File: src/design/sha256md_pkg.sv
// shared types and constants of the sha-256 message digest block
// round constants, initial hash values, datapath command struct
// no dependencies
`default_nettype none

package sha256md_pkg;

  localparam logic [7:0] PAD_BYTE = 8'h80;
  localparam int unsigned ROUNDS = 64;
  localparam int unsigned HASH_WORDS = 8;
  localparam int unsigned WIN_WORDS = 16;

  localparam logic [31:0] ROUND_K [ROUNDS] = '{
    32'h428a2f98, 32'h71374491, 32'hb5c0fbcf, 32'he9b5dba5,
    32'h3956c25b, 32'h59f111f1, 32'h923f82a4, 32'hab1c5ed5,
    32'hd807aa98, 32'h12835b01, 32'h243185be, 32'h550c7dc3,
    32'h72be5d74, 32'h80deb1fe, 32'h9bdc06a7, 32'hc19bf174,
    32'he49b69c1, 32'hefbe4786, 32'h0fc19dc6, 32'h240ca1cc,
    32'h2de92c6f, 32'h4a7484aa, 32'h5cb0a9dc, 32'h76f988da,
    32'h983e5152, 32'ha831c66d, 32'hb00327c8, 32'hbf597fc7,
    32'hc6e00bf3, 32'hd5a79147, 32'h06ca6351, 32'h14292967,
    32'h27b70a85, 32'h2e1b2138, 32'h4d2c6dfc, 32'h53380d13,
    32'h650a7354, 32'h766a0abb, 32'h81c2c92e, 32'h92722c85,
    32'ha2bfe8a1, 32'ha81a664b, 32'hc24b8b70, 32'hc76c51a3,
    32'hd192e819, 32'hd6990624, 32'hf40e3585, 32'h106aa070,
    32'h19a4c116, 32'h1e376c08, 32'h2748774c, 32'h34b0bcb5,
    32'h391c0cb3, 32'h4ed8aa4a, 32'h5b9cca4f, 32'h682e6ff3,
    32'h748f82ee, 32'h78a5636f, 32'h84c87814, 32'h8cc70208,
    32'h90befffa, 32'ha4506ceb, 32'hbef9a3f7, 32'hc67178f2
  };

  localparam logic [31:0] INIT_HASH [HASH_WORDS] = '{
    32'h6a09e667, 32'hbb67ae85, 32'h3c6ef372, 32'ha54ff53a,
    32'h510e527f, 32'h9b05688c, 32'h1f83d9ab, 32'h5be0cd19
  };

  typedef enum logic [1:0] {
    SEL_DATA,
    SEL_PAD,
    SEL_ZERO,
    SEL_LEN
  } byte_sel_t;

  typedef struct packed {
    logic      shift_en;
    byte_sel_t sel;
    logic [2:0] len_idx;
    logic      count_inc;
    logic      init_work;
    logic      round_en;
    logic [5:0] round;
    logic      hash_add;
    logic      hash_init;
    logic [2:0] word_sel;
  } dp_cmd_t;

endpackage

`default_nettype wire

File: src/design/sha256_message_digest.sv
// SHA-256 digest over a byte stream, one byte per input beat. The beat that
// completes a 64-byte block is followed by the busy states S_COMP and S_ADD
// (64 rounds, one per cycle through the single round unit, and the hash
// update). An end beat pads one byte per cycle up to the block tail, adds
// eight length bytes and one or two further compressions, then presents the
// eight digest words as eight output beats, word 0 first; no input is taken
// until the last digest beat has gone. Top level of sha256md_ctrl and sha256md_dp.
`default_nettype none

module sha256_message_digest (
  input  wire logic        clk,
  input  wire logic        rst_n,
  input  wire logic        in_tvalid,
  output logic             in_tready,
  input  wire logic [7:0]  in_tdata,   // data_byte
  input  wire logic        in_tuser,   // has_byte
  input  wire logic        in_tlast,   // end_of_message
  output logic             out_tvalid,
  input  wire logic        out_tready,
  output logic [39:0]      out_tdata,  // digest_word[31:0], word_index[34:32], zero fill
  output logic             out_tlast   // last_word
);

  sha256md_pkg::dp_cmd_t cmd;
  logic [31:0]           digest_word;
  logic [2:0]            word_index;

  sha256md_ctrl u_ctrl (
    .clk            (clk),
    .rst_n          (rst_n),
    .in_tvalid      (in_tvalid),
    .in_tready      (in_tready),
    .has_byte       (in_tuser),
    .end_of_message (in_tlast),
    .out_tvalid     (out_tvalid),
    .out_tready     (out_tready),
    .word_index     (word_index),
    .last_word      (out_tlast),
    .cmd            (cmd)
  );

  sha256md_dp u_dp (
    .clk         (clk),
    .rst_n       (rst_n),
    .cmd         (cmd),
    .data_byte   (in_tdata),
    .digest_word (digest_word)
  );

  assign out_tdata = {5'b00000, word_index, digest_word};

endmodule

`default_nettype wire

File: src/design/sha256md_dp.sv
// datapath of the sha-256 block: byte window, schedule, round unit, hash words
// driven by the command struct from sha256md_ctrl
// depends on sha256md_pkg
`default_nettype none

module sha256md_dp (
  input  wire logic                 clk,
  input  wire logic                 rst_n,
  input  wire sha256md_pkg::dp_cmd_t cmd,
  input  wire logic [7:0]           data_byte,
  output logic [31:0]               digest_word
);

  function automatic logic [31:0] rotr(input logic [31:0] x, input int n);
    logic [63:0] d;
    d = {x, x} >> n;
    return d[31:0];
  endfunction

  logic [31:0] win_r   [sha256md_pkg::WIN_WORDS];
  logic [31:0] hash_r  [sha256md_pkg::HASH_WORDS];
  logic [31:0] var_r   [sha256md_pkg::HASH_WORDS];
  logic [60:0] count_r;

  logic [63:0] bit_len;
  logic [7:0]  shift_byte;
  logic [31:0] s0_sched, s1_sched, w_new;
  logic [31:0] big_s0, big_s1, ch, maj, t1, t2;

  assign bit_len = {count_r, 3'b000};

  always_comb begin
    case (cmd.sel)
      sha256md_pkg::SEL_DATA: shift_byte = data_byte;
      sha256md_pkg::SEL_PAD:  shift_byte = sha256md_pkg::PAD_BYTE;
      sha256md_pkg::SEL_ZERO: shift_byte = 8'h00;
      sha256md_pkg::SEL_LEN:  shift_byte = bit_len[63 - 8 * int'(cmd.len_idx) -: 8];
      default:                shift_byte = 8'h00;
    endcase
  end

  always_comb begin
    s0_sched = rotr(win_r[1], 7) ^ rotr(win_r[1], 18) ^ (win_r[1] >> 3);
    s1_sched = rotr(win_r[14], 17) ^ rotr(win_r[14], 19) ^ (win_r[14] >> 10);
    w_new    = win_r[0] + s0_sched + win_r[9] + s1_sched;
    big_s1   = rotr(var_r[4], 6) ^ rotr(var_r[4], 11) ^ rotr(var_r[4], 25);
    ch       = (var_r[4] & var_r[5]) ^ (~var_r[4] & var_r[6]);
    t1       = var_r[7] + big_s1 + ch + sha256md_pkg::ROUND_K[cmd.round] + win_r[0];
    big_s0   = rotr(var_r[0], 2) ^ rotr(var_r[0], 13) ^ rotr(var_r[0], 22);
    maj      = (var_r[0] & var_r[1]) ^ (var_r[0] & var_r[2]) ^ (var_r[1] & var_r[2]);
    t2       = big_s0 + maj;
  end

  // window: bytes shift in at the top (low byte of word 15), rounds shift words down
  always_ff @(posedge clk) begin
    if (cmd.shift_en) begin
      for (int i = 0; i < 15; i++) begin
        win_r[i] <= {win_r[i][23:0], win_r[i+1][31:24]};
      end
      win_r[15] <= {win_r[15][23:0], shift_byte};
    end else if (cmd.round_en) begin
      for (int i = 0; i < 15; i++) begin
        win_r[i] <= win_r[i+1];
      end
      win_r[15] <= w_new;
    end
  end

  always_ff @(posedge clk) begin
    if (cmd.init_work) begin
      for (int i = 0; i < 8; i++) begin
        var_r[i] <= hash_r[i];
      end
    end else if (cmd.round_en) begin
      var_r[7] <= var_r[6];
      var_r[6] <= var_r[5];
      var_r[5] <= var_r[4];
      var_r[4] <= var_r[3] + t1;
      var_r[3] <= var_r[2];
      var_r[2] <= var_r[1];
      var_r[1] <= var_r[0];
      var_r[0] <= t1 + t2;
    end
  end

  always_ff @(posedge clk) begin
    if (!rst_n || cmd.hash_init) begin
      for (int i = 0; i < 8; i++) begin
        hash_r[i] <= sha256md_pkg::INIT_HASH[i];
      end
      count_r <= '0;
    end else begin
      if (cmd.hash_add) begin
        for (int i = 0; i < 8; i++) begin
          hash_r[i] <= hash_r[i] + var_r[i];
        end
      end
      if (cmd.count_inc) begin
        count_r <= count_r + 61'd1;
      end
    end
  end

  assign digest_word = hash_r[cmd.word_sel];

endmodule

`default_nettype wire

File: src/design/sha256md_ctrl.sv
// controller of the sha-256 block: byte intake, padding, rounds, digest beats
// issues the command struct to sha256md_dp
// depends on sha256md_pkg
`default_nettype none

module sha256md_ctrl (
  input  wire logic                  clk,
  input  wire logic                  rst_n,
  input  wire logic                  in_tvalid,
  output logic                       in_tready,
  input  wire logic                  has_byte,
  input  wire logic                  end_of_message,
  output logic                       out_tvalid,
  input  wire logic                  out_tready,
  output logic [2:0]                 word_index,
  output logic                       last_word,
  output sha256md_pkg::dp_cmd_t      cmd
);

  typedef enum logic [2:0] {
    S_IDLE,
    S_COMP,
    S_ADD,
    S_PAD,
    S_LEN,
    S_OUT
  } state_t;

  typedef enum logic [1:0] {
    RET_IDLE,
    RET_PAD,
    RET_OUT
  } ret_t;

  state_t     state_r, state_nxt;
  ret_t       ret_r, ret_nxt;
  logic [5:0] round_r, round_nxt;
  logic [5:0] pos_r, pos_nxt;
  logic [2:0] len_r, len_nxt;
  logic [2:0] word_r, word_nxt;
  logic       mark_r, mark_nxt;

  assign in_tready  = (state_r == S_IDLE);
  assign out_tvalid = (state_r == S_OUT);
  assign word_index = word_r;
  assign last_word  = (word_r == 3'd7);

  always_comb begin
    state_nxt = state_r;
    ret_nxt   = ret_r;
    round_nxt = round_r;
    pos_nxt   = pos_r;
    len_nxt   = len_r;
    word_nxt  = word_r;
    mark_nxt  = mark_r;
    cmd          = '0;
    cmd.sel      = sha256md_pkg::SEL_DATA;
    cmd.round    = round_r;
    cmd.len_idx  = len_r;
    cmd.word_sel = word_r;
    case (state_r)
      S_IDLE: begin
        if (in_tvalid) begin
          mark_nxt = 1'b0;
          if (has_byte) begin
            cmd.shift_en  = 1'b1;
            cmd.count_inc = 1'b1;
            pos_nxt       = pos_r + 6'd1;
            if (pos_r == 6'd63) begin
              cmd.init_work = 1'b1;
              state_nxt     = S_COMP;
              round_nxt     = '0;
              ret_nxt       = end_of_message ? RET_PAD : RET_IDLE;
            end else if (end_of_message) begin
              state_nxt = S_PAD;
            end
          end else if (end_of_message) begin
            state_nxt = S_PAD;
          end
        end
      end
      S_COMP: begin
        cmd.round_en = 1'b1;
        round_nxt    = round_r + 6'd1;
        if (round_r == 6'd63) begin
          state_nxt = S_ADD;
        end
      end
      S_ADD: begin
        cmd.hash_add = 1'b1;
        case (ret_r)
          RET_PAD: state_nxt = S_PAD;
          RET_OUT: begin
            state_nxt = S_OUT;
            word_nxt  = '0;
          end
          default: state_nxt = S_IDLE;
        endcase
      end
      S_PAD: begin
        cmd.shift_en = 1'b1;
        cmd.sel      = mark_r ? sha256md_pkg::SEL_ZERO : sha256md_pkg::SEL_PAD;
        mark_nxt     = 1'b1;
        pos_nxt      = pos_r + 6'd1;
        if (pos_r == 6'd55) begin
          state_nxt = S_LEN;
          len_nxt   = '0;
        end else if (pos_r == 6'd63) begin
          cmd.init_work = 1'b1;
          state_nxt     = S_COMP;
          round_nxt     = '0;
          ret_nxt       = RET_PAD;
        end
      end
      S_LEN: begin
        cmd.shift_en = 1'b1;
        cmd.sel      = sha256md_pkg::SEL_LEN;
        pos_nxt      = pos_r + 6'd1;
        len_nxt      = len_r + 3'd1;
        if (len_r == 3'd7) begin
          cmd.init_work = 1'b1;
          state_nxt     = S_COMP;
          round_nxt     = '0;
          ret_nxt       = RET_OUT;
        end
      end
      S_OUT: begin
        if (out_tready) begin
          if (word_r == 3'd7) begin
            cmd.hash_init = 1'b1;
            state_nxt     = S_IDLE;
          end else begin
            word_nxt = word_r + 3'd1;
          end
        end
      end
      default: state_nxt = S_IDLE;
    endcase
  end

  always_ff @(posedge clk) begin
    if (!rst_n) begin
      state_r <= S_IDLE;
      ret_r   <= RET_IDLE;
      round_r <= '0;
      pos_r   <= '0;
      len_r   <= '0;
      word_r  <= '0;
      mark_r  <= 1'b0;
    end else begin
      state_r <= state_nxt;
      ret_r   <= ret_nxt;
      round_r <= round_nxt;
      pos_r   <= pos_nxt;
      len_r   <= len_nxt;
      word_r  <= word_nxt;
      mark_r  <= mark_nxt;
    end
  end

  // length bytes always land in the last eight positions of a block
  a_len_pos: assert property (@(posedge clk) disable iff (!rst_n)
    state_r == S_LEN |-> pos_r[5:3] == 3'd7)
    else $error("length byte outside block tail");

  a_round_step: assert property (@(posedge clk) disable iff (!rst_n)
    (state_r == S_COMP && round_r != 6'd63)
      |=> (state_r == S_COMP && round_r == $past(round_r) + 6'd1))
    else $error("round counter broke sequence");

  a_init_start: assert property (@(posedge clk) disable iff (!rst_n)
    cmd.init_work |=> (state_r == S_COMP && round_r == 6'd0 && pos_r == 6'd0))
    else $error("compression started off a block boundary");

  a_last_idle: assert property (@(posedge clk) disable iff (!rst_n)
    (out_tvalid && out_tready && last_word) |=> (in_tready && pos_r == 6'd0))
    else $error("block not idle after final digest beat");

endmodule

`default_nettype wire
File: config.mk
export PLATFORM = sky130hd
export DESIGN_NAME = sha256_message_digest
export DESIGN_NICKNAME = d
export VERILOG_FILES = /design/src/design/sha256md_pkg.sv /design/src/design/sha256_message_digest.sv /design/src/design/sha256md_dp.sv /design/src/design/sha256md_ctrl.sv
export SDC_FILE = /design/constraint.sdc
export NUM_CORES = 2
export LEC_CHECK = 0
export ABC_AREA = 1
export ABC_CLOCK_PERIOD_IN_PS = 12800
export BUFFER_PORTS_ARGS = -buffer_cell sky130_fd_sc_hd__buf_2
export CAP_MARGIN = 0
export CORE_MARGIN = 2
export CORE_UTILIZATION = 25
export CTS_BUF_LIST = sky130_fd_sc_hd__clkbuf_8 sky130_fd_sc_hd__clkbuf_16
export DETAILED_ROUTE_END_ITERATION = 10
export PLACE_DENSITY_LB_ADDON = 0.12
export SLEW_MARGIN = 40
export SYNTH_ARGS = -nofsm -noshare
export SYNTH_HDL_FRONTEND = slang
export SYNTH_SLANG_ARGS = --single-unit
File: constraint.sdc
create_clock -name clk -period 12.8 [get_ports clk]
set_clock_uncertainty 0.15 [all_clocks]
set_input_delay 1.28 -clock clk [delete_from_list [all_inputs] [get_ports clk]]
set_output_delay 1.28 -clock clk [all_outputs]
set_load 0.01 [all_outputs]
==> results list <==
- Result of the run: finished clean
* Worst EP arrival: 10.04 ns
- Cell Area, Synth: 78810 um2
- No sink is reached through more buffers than the 4 on the longest clock path.
- The tree is rooted in a sky130_fd_sc_hd__clkbuf_16.
* Antenna-violating nets left: 0
- The final number of max-transition violations came to 0.
- Synth unique cells: 67
* Sort of element at the end of the critical path: flip-flop
- Of all nets on the critical path, the largest fanout is 16.
* Maximum level of the CTS H-tree: 4
* Nets: 10190
- The area growth from synthesis to layout is 12.11%.
- The die is 565.5 um wide.
- Number of port buffers: 51
* Flip-flop and latch count after synthesis: 1112
- Once detailed placement completed, the half-perimeter wirelength came to 268000 um.
- The clock reaches the later pin of the worst-skew pair after 0.84 ns.
* Buffers plus inverters on the worst setup path: 7
- In this run, post-CTS repair resized a total of 0 instances.
- Entering global routing, the biggest net connects 143 pins.
* Total negative slack: 0 ns
- Synth Area per Inst: 8.132 um2
* Length in cells of the worst reg-to-reg path: 38
- The initial antenna violation count was 13.
- In this run the most critical hold path is launched from u_ctrl.mark_r.
* Average wire per standard cell: 25.07 um
- Endpoint of the worst hold-timing path: u_ctrl.mark_r
- Via-to-Cell Ratio: 4.944
* Hold/Removal Path Class: flip-flop to flip-flop
- Slowest CP cell: sky130_fd_sc_hd__dfxtp_1
- For this run, the total global-route usage over all layers was measured as 0.2115.
* Critical path launch point type: flip-flop
- In this run the critical register-to-register path is launched from u_ctrl.round_r[0].
* Share of async-settable or async-resettable flops after synthesis: 0
- Area of the core region: 314200 um2
- The tree built by TritonCTS fans out to 1112 sinks.
- Largest stage delay on the critical path: 0.75 ns
- Setup repair after global routing left no endpoint under its margin.
- The most numerous cell type found on the critical path is sky130_fd_sc_hd__inv_1.
- The setup path with the least slack is of type flip-flop to flip-flop.
- The setup check on the worst reg-to-reg path leaves a slack of 3.21 ns.
- Counting instances in the post-synthesis netlist gives the leading cell types as sky130_fd_sc_hd__nand2_1, sky130_fd_sc_hd__inv_1, sky130_fd_sc_hd__edfxtp_1.
* DRC Markers: 0
- Vertical die dimension: 565.5 um
* Buffers inserted during post-CTS setup optimization: 0
* Dominant cell by count in the synthesized netlist: sky130_fd_sc_hd__nand2_1
- Initial core utilization: 0.2508
- Cell taking the most area after synthesis: sky130_fd_sc_hd__edfxtp_1
- Final worst path period share: 0.7496
- Peak Freq: 104.2 MHz
- The most used flip-flop cell after synthesis is sky130_fd_sc_hd__edfxtp_1.
* GRT Residual Overflow: 0
- Number of enable-type register cells in the synthesized netlist: 1024
* Total clock buffers created by CTS: 152
- Count of vias placed by the detailed router: 68460
- The via count of the first global-routing pass came to 66300.
- In the final layout, the share of cells above drive strength 1 is 0.04728.
* Die ar.: 319800 um2
- At the pin with the least slew margin, the transition time is 1.034 ns.
* Proportion of synthesized chip area in sequential cells: 0.4125
* End of the worst register-to-register path: u_dp.var_r[0][31]
* Clock-pin slew reported for the worst setup and hold paths after clock tree synthesis: 0.06 ns
- Before antenna repair, the detailed router went through 6 iterations.
- Number of failing setup endpoints in the final timing report: 0
- Min cycle time layout: 9.595 ns
- For the worst setup path, the data required time is 13.25 ns.
- Worst rel slew slack: 0.3106
- Clock tree from TritonCTS: done
* Routed WL: 347200 um
* I/O pin total: 57
* Warnings, synthesis: 0
* Dominant cells by area after synthesis: sky130_fd_sc_hd__edfxtp_1, sky130_fd_sc_hd__nand2_1, sky130_fd_sc_hd__o21ai_0
- Std-Cell Rows: 206
- Global-route wire length before repair: 491200 um
- Worst hold path depth: 2
* Max Cap Viol: 0
- Hold-fix buffers, CTS: 0
- The cell count after synthesis came out at 9692.
- Delay-heaviest family, CP: adder cells
- In this run, the number of DRC markers left after iteration 0 of detailed routing was 6272.
- At the end of routability-driven placement, the weighted congestion stood at 0.9363.
- The number of hold violations in the final report came to 0.
* Synth top area share: 0.3902
[final cells by class]
cell class	count	area (um2)
fillers	33940	225800
multi-input cells	7000	40340
flip-flops and latches	1112	32520
well taps	4160	5205
inverters	1182	4466
clock buffers	161	3973
repair buffers	128	1032
clock inverters	103	818.3
diodes	2	5.005
[registers in the layout, indices dropped and copies added, names as in the netlist, named ones only]
register / flops
u_dp.hash_r: 256
u_ctrl.mark_r: 1
u_ctrl.pos_r: 6
u_ctrl.round_r: 6
u_dp.win_r: 512
u_ctrl.state_r: 3
u_dp.var_r: 256
u_ctrl.word_index: 3
u_ctrl.len_r: 3
u_ctrl.ret_r: 2
u_dp.count_r: 61
[layer usage]
metal  track usage  part of all wire
met5             0          0.000037
met3       0.02210             0.047
met4       0.05440             0.028
met1        0.3087              0.48
met2        0.3307              0.44
[logic make-up after synthesis]
| logic type | after synthesis | share of synthesized area |
|---|---|---|
| buf+inv | 1584 | 0.07704 |
| simple gates | 3719 | 0.1938 |
| compound gates | 2340 | 0.1655 |
| other cells | 1 | 0.00004758 |
| flops | 1112 | 0.4125 |
| fa+ha+maj | 601 | 0.1139 |
| xor+xnor | 335 | 0.03723 |
[worst max-delay path by stage]
stage                           start           endpoint  slack, ns  cells after the start
floorplan                   in_tvalid   u_dp.win_r[0][0]       2.15                      9
global placement    u_ctrl.round_r[0]  u_dp.var_r[0][31]       3.35                     39
detailed placement  u_ctrl.round_r[0]  u_dp.var_r[0][31]       3.45                     39
CTS                 u_ctrl.round_r[0]  u_dp.var_r[0][31]       3.38                     39
global route        u_ctrl.round_r[0]  u_dp.var_r[0][31]       2.74                     37
finish              u_ctrl.round_r[0]  u_dp.var_r[0][31]       3.21                     38
[worst min-delay path, cell delays in order, from the launching register on]
cell                      delay, ns
sky130_fd_sc_hd__dfxtp_1       0.31
sky130_fd_sc_hd__nand2_1       0.06
sky130_fd_sc_hd__a21oi_1       0.05
[layout by cell type (no fill, tap or decap), types with 12 or more instances in the layout]
cell / instances
sky130_fd_sc_hd__nand2_1: 2428
sky130_fd_sc_hd__clkinv_1: 28
sky130_fd_sc_hd__o21ai_0: 993
sky130_fd_sc_hd__xor2_1: 178
sky130_fd_sc_hd__nor2_1: 594
sky130_fd_sc_hd__a211oi_1: 14
sky130_fd_sc_hd__buf_2: 51
sky130_fd_sc_hd__inv_1: 1200
sky130_fd_sc_hd__o221ai_1: 18
sky130_fd_sc_hd__nand3b_1: 19
sky130_fd_sc_hd__o22ai_1: 24
sky130_fd_sc_hd__clkinv_2: 24
sky130_fd_sc_hd__a21oi_1: 741
sky130_fd_sc_hd__bufinv_16: 12
sky130_fd_sc_hd__edfxtp_1: 1024
sky130_fd_sc_hd__a21o_1: 79
sky130_fd_sc_hd__ha_1: 403
sky130_fd_sc_hd__fa_1: 195
sky130_fd_sc_hd__a221oi_1: 24
sky130_fd_sc_hd__o211ai_1: 70
sky130_fd_sc_hd__buf_4: 53
sky130_fd_sc_hd__clkbuf_16: 156
sky130_fd_sc_hd__dfxtp_1: 84
sky130_fd_sc_hd__or2_2: 59
sky130_fd_sc_hd__nand3_1: 333
sky130_fd_sc_hd__o31ai_1: 16
sky130_fd_sc_hd__buf_6: 15
sky130_fd_sc_hd__xnor2_1: 157
sky130_fd_sc_hd__nand4_1: 68
sky130_fd_sc_hd__a21boi_0: 19
sky130_fd_sc_hd__nor3_1: 126
sky130_fd_sc_hd__a31oi_1: 76
sky130_fd_sc_hd__o21bai_1: 83
sky130_fd_sc_hd__nor4_1: 28
sky130_fd_sc_hd__o21ai_1: 63
sky130_fd_sc_hd__o21a_1: 72
[metrics by stage]
step	util	hold WS (ns)	cell area, um2	cells	setup slack (ns)
2_1_floorplan	-	0.2890	78830	9696	2.152
3_3_place_gp	0.2652	0.3052	83320	13580	3.350
3_5_place_dp	0.2659	0.3055	83550	13580	3.451
4_1_cts	0.2812	0.3138	88340	13850	3.384
5_1_grt	0.2812	0.3342	88360	13850	2.744
6_report	0.2812	0.3129	88360	13850	3.205
Power is left out: the tool's default activity adds up to more than one toggle a clock period on the data nets, which glitch-free logic cannot reach.
